===== config.mk =====
export PLATFORM = sky130hd
export DESIGN_NAME = websocket_frame_receiver_core
export DESIGN_NICKNAME = d
export VERILOG_FILES = /design/src/rtl/wsfr_pkg.sv /design/src/rtl/websocket_frame_receiver_core.sv
export VERILOG_INCLUDE_DIRS = /design/src /design/src/rtl
export SDC_FILE = /design/constraint.sdc
export NUM_CORES = 1
export LEC_CHECK = 0
export ABC_AREA = 1
export BUFFER_PORTS_ARGS = -buffer_cell sky130_fd_sc_hd__buf_2
export CELL_PAD_IN_SITES_DETAIL_PLACEMENT = 0
export CELL_PAD_IN_SITES_GLOBAL_PLACEMENT = 1
export CORE_UTILIZATION = 49
export DETAILED_ROUTE_END_ITERATION = 10
export PLACE_DENSITY_LB_ADDON = 0.1
export SLEW_MARGIN = 20
export SYNTH_ARGS = -nofsm -noshare
export SYNTH_HDL_FRONTEND = slang
export SYNTH_SLANG_ARGS = --single-unit

===== constraint.sdc =====
create_clock -name clk_i -period 6.75 [get_ports clk_i]
set_input_delay 1.35 -clock clk_i [delete_from_list [all_inputs] [get_ports clk_i]]
set_output_delay 1.35 -clock clk_i [all_outputs]
set_load 0.02 [all_outputs]

===== src/rtl/assert_macros.svh =====
// Assertion macros used by the frame receiver core.
`ifndef ASSERT_MACROS_SVH
`define ASSERT_MACROS_SVH

// Check a property on every rising clock edge outside reset.
`define ASSERT_RST(label, clk, rst_n, prop) \
  label: assert property (@(posedge clk) disable iff (!rst_n) prop) \
    else $error("assertion failed");

// Check a property on every rising clock edge, reset included.
`define ASSERT_ALWAYS(label, clk, prop) \
  label: assert property (@(posedge clk) prop) \
    else $error("assertion failed");

`endif


===== src/rtl/wsfr_pkg.sv =====
// Package with types and constants of the WebSocket frame receiver.
package wsfr_pkg;

  localparam int unsigned LimitBitsDefault = 16;
  localparam int unsigned CfgWidth         = 16;

  localparam logic [CfgWidth-1:0] BufferLimitReset = 16'd4096;

  localparam logic [6:0] LenExt16 = 7'd126;
  localparam logic [6:0] LenExt64 = 7'd127;

  localparam logic [2:0] Ext16BytesM1 = 3'd1;
  localparam logic [2:0] Ext64BytesM1 = 3'd7;
  localparam logic [2:0] KeyBytesM1   = 3'd3;

  localparam logic [1:0] ErrNone = 2'd0;
  localparam logic [1:0] ErrRsv  = 2'd1;
  localparam logic [1:0] ErrFrag = 2'd2;

  typedef enum logic [5:0] {
    PhHdr0    = 6'b000001,
    PhHdr1    = 6'b000010,
    PhExtLen  = 6'b000100,
    PhKey     = 6'b001000,
    PhPayload = 6'b010000,
    PhFailed  = 6'b100000
  } phase_e;

endpackage


===== src/rtl/websocket_frame_receiver_core.sv =====
// Top level of the WebSocket frame receiver: header parser and payload delivery.
//
// Usage:
//   Input channel (in_valid_i / in_stall_o / rx_byte_i) carries link bytes, one
//   per transfer. Output channel (out_valid_o / out_stall_i) carries results:
//   data_byte_o, hdr_opcode_o, data_valid_o, last_of_frame_o, error_code_o.
//   cfg_we_i writes cfg_wdata_i into buffer_limit, the most payload bytes
//   delivered per frame; write it only while the block is idle.
//   Each byte is parsed in the cycle it is accepted; a result it causes is
//   presented from the next cycle on.
//   Throughput is one byte per cycle while the output is not stalled, set by
//   the single parse step between the input handshake and the output register.
//   The input is stalled only while a result is held and out_stall_i is
//   high; once the result is taken the next byte is accepted in that cycle.
//   Reset clears the parser to expect the first header byte, sets
//   buffer_limit to 4096 and empties the output register.
//   After a reserved-bit or fragmentation error the block drops every byte
//   until reset.
`include "assert_macros.svh"

module websocket_frame_receiver_core #(
  parameter int unsigned LIMIT_BITS = wsfr_pkg::LimitBitsDefault
) (
  input  logic                          clk_i,
  input  logic                          rst_ni,
  input  logic                          cfg_we_i,
  input  logic [wsfr_pkg::CfgWidth-1:0] cfg_wdata_i,
  input  logic                          in_valid_i,
  output logic                          in_stall_o,
  input  logic [7:0]                    rx_byte_i,
  output logic                          out_valid_o,
  input  logic                          out_stall_i,
  output logic [7:0]                    data_byte_o,
  output logic [3:0]                    hdr_opcode_o,
  output logic                          data_valid_o,
  output logic                          last_of_frame_o,
  output logic [1:0]                    error_code_o
);
  import wsfr_pkg::*;

  localparam int unsigned CommonW = (LIMIT_BITS < CfgWidth) ? LIMIT_BITS : CfgWidth;

  phase_e                phase_q, phase_d;
  logic [2:0]            count_q, count_d;
  logic [63:0]           left_q, left_d;
  logic [LIMIT_BITS-1:0] dlv_q, dlv_d;
  logic [3:0]            opcode_q, opcode_d;
  logic                  fin_q, fin_d;
  logic                  mask_q, mask_d;
  logic [CfgWidth-1:0]   limit_q;

  logic                  out_valid_q, out_valid_d;
  logic [7:0]            out_data_q;
  logic [3:0]            out_opcode_q;
  logic                  out_dvalid_q;
  logic                  out_last_q;
  logic [1:0]            out_err_q;

  logic                  fire_in;
  logic                  out_take;
  logic [LIMIT_BITS-1:0] lim;
  logic                  emit;
  logic [7:0]            res_data;
  logic                  res_valid;
  logic                  res_last;
  logic [1:0]            res_err;
  logic                  len_done;
  logic                  start;
  logic [63:0]           start_len;
  logic [63:0]           left_dec;
  logic [LIMIT_BITS-1:0] dlv_inc;

  assign lim      = LIMIT_BITS'(limit_q[CommonW-1:0]);
  assign out_take = out_valid_q && !out_stall_i;
  assign in_stall_o = out_valid_q && out_stall_i;
  assign fire_in  = in_valid_i && !in_stall_o;
  assign left_dec = (left_q != 64'd0) ? (left_q - 64'd1) : left_q;
  assign dlv_inc  = dlv_q + LIMIT_BITS'(1);

  always_comb begin
    phase_d   = phase_q;
    count_d   = count_q;
    left_d    = left_q;
    dlv_d     = dlv_q;
    opcode_d  = opcode_q;
    fin_d     = fin_q;
    mask_d    = mask_q;
    emit      = 1'b0;
    res_data  = 8'd0;
    res_valid = 1'b0;
    res_last  = 1'b0;
    res_err   = ErrNone;
    len_done  = 1'b0;
    start     = 1'b0;
    start_len = left_q;
    if (fire_in) begin
      unique case (phase_q)
        PhHdr0: begin
          opcode_d = rx_byte_i[3:0];
          fin_d    = rx_byte_i[7];
          if (rx_byte_i[6:4] != 3'd0) begin
            phase_d = PhFailed;
            emit    = 1'b1;
            res_err = ErrRsv;
          end else begin
            phase_d = PhHdr1;
          end
        end
        PhHdr1: begin
          mask_d = rx_byte_i[7];
          if (rx_byte_i[6:0] == LenExt16) begin
            phase_d = PhExtLen;
            count_d = Ext16BytesM1;
            left_d  = 64'd0;
          end else if (rx_byte_i[6:0] == LenExt64) begin
            phase_d = PhExtLen;
            count_d = Ext64BytesM1;
            left_d  = 64'd0;
          end else begin
            left_d   = {57'd0, rx_byte_i[6:0]};
            len_done = 1'b1;
          end
        end
        PhExtLen: begin
          left_d = {left_q[55:0], rx_byte_i};
          if (count_q == 3'd0) begin
            len_done = 1'b1;
          end else begin
            count_d = count_q - 3'd1;
          end
        end
        PhKey: begin
          if (count_q == 3'd0) begin
            start = 1'b1;
          end else begin
            count_d = count_q - 3'd1;
          end
        end
        PhPayload: begin
          left_d = left_dec;
          if (left_dec == 64'd0) begin
            phase_d = PhHdr0;
          end
          if (dlv_q < lim) begin
            dlv_d     = dlv_inc;
            emit      = 1'b1;
            res_data  = rx_byte_i;
            res_valid = 1'b1;
            res_last  = (left_dec == 64'd0) || (dlv_inc >= lim);
          end
        end
        PhFailed: begin
          phase_d = PhFailed;
        end
        default: begin
          phase_d = PhFailed;
        end
      endcase

      if (len_done) begin
        if (!fin_q) begin
          phase_d = PhFailed;
          emit    = 1'b1;
          res_err = ErrFrag;
        end else if (mask_d) begin
          phase_d = PhKey;
          count_d = KeyBytesM1;
        end else begin
          start = 1'b1;
        end
        start_len = left_d;
      end

      if (start) begin
        dlv_d = '0;
        if (start_len == 64'd0) begin
          phase_d  = PhHdr0;
          emit     = 1'b1;
          res_last = 1'b1;
        end else begin
          phase_d = PhPayload;
          if (lim == '0) begin
            emit     = 1'b1;
            res_last = 1'b1;
          end
        end
      end
    end
  end

  always_comb begin
    if (fire_in && emit) begin
      out_valid_d = 1'b1;
    end else if (out_take) begin
      out_valid_d = 1'b0;
    end else begin
      out_valid_d = out_valid_q;
    end
  end

  always_ff @(posedge clk_i or negedge rst_ni) begin
    if (!rst_ni) begin
      phase_q     <= PhHdr0;
      count_q     <= 3'd0;
      left_q      <= 64'd0;
      dlv_q       <= '0;
      opcode_q    <= 4'd0;
      fin_q       <= 1'b0;
      mask_q      <= 1'b0;
      limit_q     <= BufferLimitReset;
      out_valid_q <= 1'b0;
    end else begin
      phase_q     <= phase_d;
      count_q     <= count_d;
      left_q      <= left_d;
      dlv_q       <= dlv_d;
      opcode_q    <= opcode_d;
      fin_q       <= fin_d;
      mask_q      <= mask_d;
      out_valid_q <= out_valid_d;
      if (cfg_we_i) begin
        limit_q <= cfg_wdata_i;
      end
    end
  end

  always_ff @(posedge clk_i) begin
    if (fire_in && emit) begin
      out_data_q   <= res_data;
      out_opcode_q <= opcode_d;
      out_dvalid_q <= res_valid;
      out_last_q   <= res_last;
      out_err_q    <= res_err;
    end
  end

  assign out_valid_o     = out_valid_q;
  assign data_byte_o     = out_data_q;
  assign hdr_opcode_o    = out_opcode_q;
  assign data_valid_o    = out_dvalid_q;
  assign last_of_frame_o = out_last_q;
  assign error_code_o    = out_err_q;

  `ASSERT_RST(a_failed_sticks, clk_i, rst_ni, (phase_q == PhFailed) |=> (phase_q == PhFailed))
  `ASSERT_ALWAYS(a_stall_needs_result, clk_i, in_stall_o |-> out_valid_o)
  `ASSERT_RST(a_empty_has_no_data, clk_i, rst_ni,
    (out_valid_o && !data_valid_o) |-> (data_byte_o == 8'd0))
  `ASSERT_RST(a_error_unmarked, clk_i, rst_ni,
    (out_valid_o && (error_code_o != ErrNone)) |-> (!data_valid_o && !last_of_frame_o))

endmodule

==> run_results.csv <==
group,metric,value,unit
run_status,status,"finished clean",
floorplan,floorplan.io_pins,47,
synthesis,synth-seq-cells,128,
synthesis,post-synth-top-area-fraction,27.2,%
setup_path,cp-start-kind,"register",
synthesis,synth.cell_area,0.0101,mm2
synthesis,synth_mux_area_share,0.111,%
global_route,first_global_vias,9766,
global_route,global_route_wire_length_before_repair,53400,um
clocking,post_cts_clock_slew_at_the_launch_and_capture_registers_of_the_worst_setup_and_hold_paths,0.06,ns
routing,avgRoutedWirePerCell,18.2,um
floorplan,floorplan.die.height,146,um
floorplan,floorplan.initialDensity,49.9,%
global_route,largest_net_degree_at_the_start_of_global_routing,92,
synthesis,number_of_standard_cells_after_synthesis,1537,
timing,fin_skew,0.0114,ns
cells_and_area,post_layout_nonfiller_instances,1839,
floorplan,dieArea,0.0212,mm2
synthesis,post_synth_main_area_contributors,"sky130_fd_sc_hd__dfrtp_1 27%, sky130_fd_sc_hd__nand2_1 16%, sky130_fd_sc_hd__nor2_1 8.3%, sky130_fd_sc_hd__o21ai_0 6.9%, sky130_fd_sc_hd__inv_1 5.9%",
clocking,cts_setup_buffers,0,
cells_and_area,drive_above_1_share,8.29,%
place,dp_hpwl,24600,um
clocking,postCtsResizedCells,0,
synthesis,sequential_share_of_the_synthesized_area,32.5,%
place,numPortBuffers,46,
global_route,antenna_found_initial,0,
global_route,overflow,0,
timing,relSlewSlack,24.3,%
timing,fin_setup_tns,0,ns
timing,grt_setup_unrepaired,"no",
floorplan,die_width,146,um
synthesis,synth.net_count,1603,
timing,tightest_slew,1.13,ns
synthesis,post_synthesis_share_of_cell_area_spent_on_full_adders_half_adders_and_majority_gates,4.58,%
synthesis,cell_with_the_most_instances_after_synthesis,"sky130_fd_sc_hd__nand2_1",
cells_and_area,final_net_count,1622,
synthesis,yosys.area_share.simple,35.1,%
cells_and_area,filler_cell_count,2038,
flow_run,drv_cap,0,
synthesis,mean_post_synth_cell_area,6.58,um2
timing,maxClockFrequency,197,MHz
synthesis,synth_ff_type,"sky130_fd_sc_hd__dfrtp_1",
clocking,ctsHoldBuffers,0,
setup_path,timing.critical_path.from,"phase_q[4]",
min_path,worst_hold_path_type,"register to register",
synthesis,synth_cell_type_count,47,
clocking,cts_tree,"done",
synthesis,xor_xnor_fraction_of_synth_area,4.42,%
timing,hold_slack,0.495,ns
routing,drt-vias-per-instance,5.65,
clocking,htree_levels,4,
synthesis,yosysWarnings,0,
global_route,grt_util_all_layers,32.2,%
synthesis,synth_compound_gate_area_share,14.6,%
timing,hold_viol_final,0,
cells_and_area,post-route-util,54.9,%
place,placed_instances,1806,
timing,finalCriticalPeriod,5.08,ns
min_path,worstHoldPathCells,2,
clocking,root_buffer_cell,"sky130_fd_sc_hd__clkbuf_16",
timing,post-route-period-util,75.2,%
power_and_ir_drop,power_density,317,mW/mm2
setup_path,crit_path_max_fanout,51,
synthesis,synth-edff-count,16,
min_path,holdCritStartpoint,"opcode_q[2]",
setup_path,worstSetupPathType,"register to register",
timing,final-setup-viol-count,0,
power_and_ir_drop,cellLeakagePower,5.34,nW
routing,detailedRoute.firstIterationViolations,1251,
power_and_ir_drop,vdd.ir_drop.worst,0.000155,V
routing,ant_nets,0,
clocking,worst_skew_pair.late_latency,0.43,ns
cells_and_area,synthToLayoutAreaGrowth,9.83,%
setup_path,arrival,5.14,ns
setup_path,critical_path.endpoint_type,"register",
timing,pins_over_their_slew_limit,0,
routing,drcViolationCount,0,
floorplan,floorplan.rows,52,
synthesis,postSynth.asyncResetShare,87.5,%
setup_path,regToRegStartpoint,"phase_q[4]",
routing,routed_wl,33400,um
place,globalplace.congestion,0.938,
setup_path,rr_worst_depth,17,
synthesis,ranking_of_synthesized_cells_by_instance_count,"423 x sky130_fd_sc_hd__nand2_1, 223 x sky130_fd_sc_hd__nor2_1, 158 x sky130_fd_sc_hd__inv_1",
cells_and_area,n_antenna_cell,0,
clocking,clock_sinks,128,
synthesis,synth_top_family_by_area,"simple AND/OR/NAND/NOR gates",
clocking,number_of_buffers_inserted_during_clock_tree_synthesis,17,
floorplan,floorplan.core_area,0.0202,mm2
routing,drtPass1Iterations,8,
setup_path,timing.critical_path.required,6.81,ns
clocking,clockBufferDepth,2,
synthesis,yosysTopAreaCell,"sky130_fd_sc_hd__dfrtp_1",
routing,dr_total_vias,10400,
[cells in the final DEF (no fill, tap or decap), types with 3 or more instances in the layout]
cell                        netlist  layout
sky130_fd_sc_hd__o21ai_0        139     139
sky130_fd_sc_hd__nand4_1         15      15
sky130_fd_sc_hd__nand2_2          7       7
sky130_fd_sc_hd__a22o_1           4       4
sky130_fd_sc_hd__ha_1            37      37
sky130_fd_sc_hd__nor3_1          20      20
sky130_fd_sc_hd__nor2_1         223     223
sky130_fd_sc_hd__o21bai_1         3       3
sky130_fd_sc_hd__clkinv_2         0       3
sky130_fd_sc_hd__a31oi_1         10      10
sky130_fd_sc_hd__xnor2_1          5       5
sky130_fd_sc_hd__nand2_1        423     423
sky130_fd_sc_hd__o22ai_1          8       8
sky130_fd_sc_hd__dfrtp_1        110     110
sky130_fd_sc_hd__xor2_1          46      46
sky130_fd_sc_hd__buf_4            1       7
sky130_fd_sc_hd__bufinv_16        0       3
sky130_fd_sc_hd__inv_1          158     158
sky130_fd_sc_hd__buf_2           11      45
sky130_fd_sc_hd__inv_6            0       5
sky130_fd_sc_hd__nor2_4           3       4
sky130_fd_sc_hd__a22oi_1         47      47
sky130_fd_sc_hd__nand3_1        115     115
sky130_fd_sc_hd__clkbuf_16        0      17
sky130_fd_sc_hd__nor4_1           5       5
sky130_fd_sc_hd__a21oi_1         31      31
sky130_fd_sc_hd__edfxtp_1        16      16
sky130_fd_sc_hd__o21ai_1          7       7
sky130_fd_sc_hd__inv_2            6       6
sky130_fd_sc_hd__nor2_2          21      20
[power breakdown]
part	switching, W	total (W)	internal (W)
Clock	0.000388	0.000975	0.000587
Combinational	0.000929	0.00137	0.000440
Sequential	0.000243	0.00117	0.000931
[worst max-delay path, stage by stage (launching register included)]
cell                      delay (ns)
sky130_fd_sc_hd__dfrtp_1        0.42
sky130_fd_sc_hd__nor2_1         0.18
sky130_fd_sc_hd__nand4_1        0.54
sky130_fd_sc_hd__inv_2          1.02
sky130_fd_sc_hd__nand2_1        0.15
sky130_fd_sc_hd__nand2_2        0.44
sky130_fd_sc_hd__inv_2          0.27
sky130_fd_sc_hd__o21ai_0        0.20
sky130_fd_sc_hd__nand2_1        0.15
sky130_fd_sc_hd__inv_2          0.10
sky130_fd_sc_hd__o21ai_0        0.10
sky130_fd_sc_hd__nor2_2         0.12
sky130_fd_sc_hd__nand2_1        0.10
sky130_fd_sc_hd__nor2_2         0.13
sky130_fd_sc_hd__nand3_2        0.11
sky130_fd_sc_hd__nand2_1        0.10
sky130_fd_sc_hd__nand2_2        0.06
sky130_fd_sc_hd__nand2_1        0.52
[worst paths after layout]
path | end | slack, ns
worst max-delay path | error_code_o[0] | 1.67
worst min-delay path | opcode_q[2] | 0.50
worst min register to register | opcode_q[2] | 0.50
max in group asynchronous | left_q[21] | 4.93
min in group asynchronous | opcode_q[2] | 0.88
worst max register to register | error_code_o[0] | 1.67
[final cells by class]
type | instances | area, um2 | share of cell area (%)
clock inverters | 14 | 176 | 1.59
clock buffers | 18 | 429 | 3.87
flip-flops and latches | 128 | 3290 | 29.6
inverters | 165 | 621 | 5.59
multi-input cells | 1191 | 5950 | 53.6
well taps | 270 | 338 | 3.04
repair buffers | 53 | 298 | 2.68
[state kept, by name, summed over array words and instances, names as in the netlist]
| register | flops |
|---|---|
| hdr_opcode_o | 4 |
| opcode_q | 4 |
| fin_q | 1 |
| mask_q | 1 |
| left_q | 64 |
| dlv_q | 16 |
| lim | 16 |
| phase_q | 6 |
| out_valid_o | 1 |
| last_of_frame_o | 1 |
| data_valid_o | 1 |
| error_code_o | 2 |
| count_q | 3 |
| data_byte_o | 8 |
[layer usage]
layer	share of wire [%]	vias to the layer above	GRT usage [%]
met5	0	-	0
li1	-	5065	-
met3	8.6	54	6.05
met4	2.1	0	9.26
met2	42	489	47.4
met1	47	4774	47.7
[stage by stage]
stage | total power [W] | area, um2 | worst slack [ns]
3_3_place_gp | 0.00251 | 10500 | 1.93
2_1_floorplan | 0.00209 | 10100 | 3.18
5_1_grt | 0.00375 | 11100 | 1.35
3_5_place_dp | 0.00251 | 10500 | 1.83
6_report | 0.00352 | 11100 | 1.67
4_1_cts | 0.00349 | 11100 | 1.83
[kinds of logic (layout without fill, tap and decap cells)]
logic type,after synthesis,in the layout
AOI/OAI and AO/OA,258,258
xor gates and xnor gates,51,51
adders and majority gates,37,37
buffers and inverters,218,250
DFF,128,128
muxes,1,1
and+or+nand+nor,844,844
Note: power is estimated with default switching activity, not from simulation.
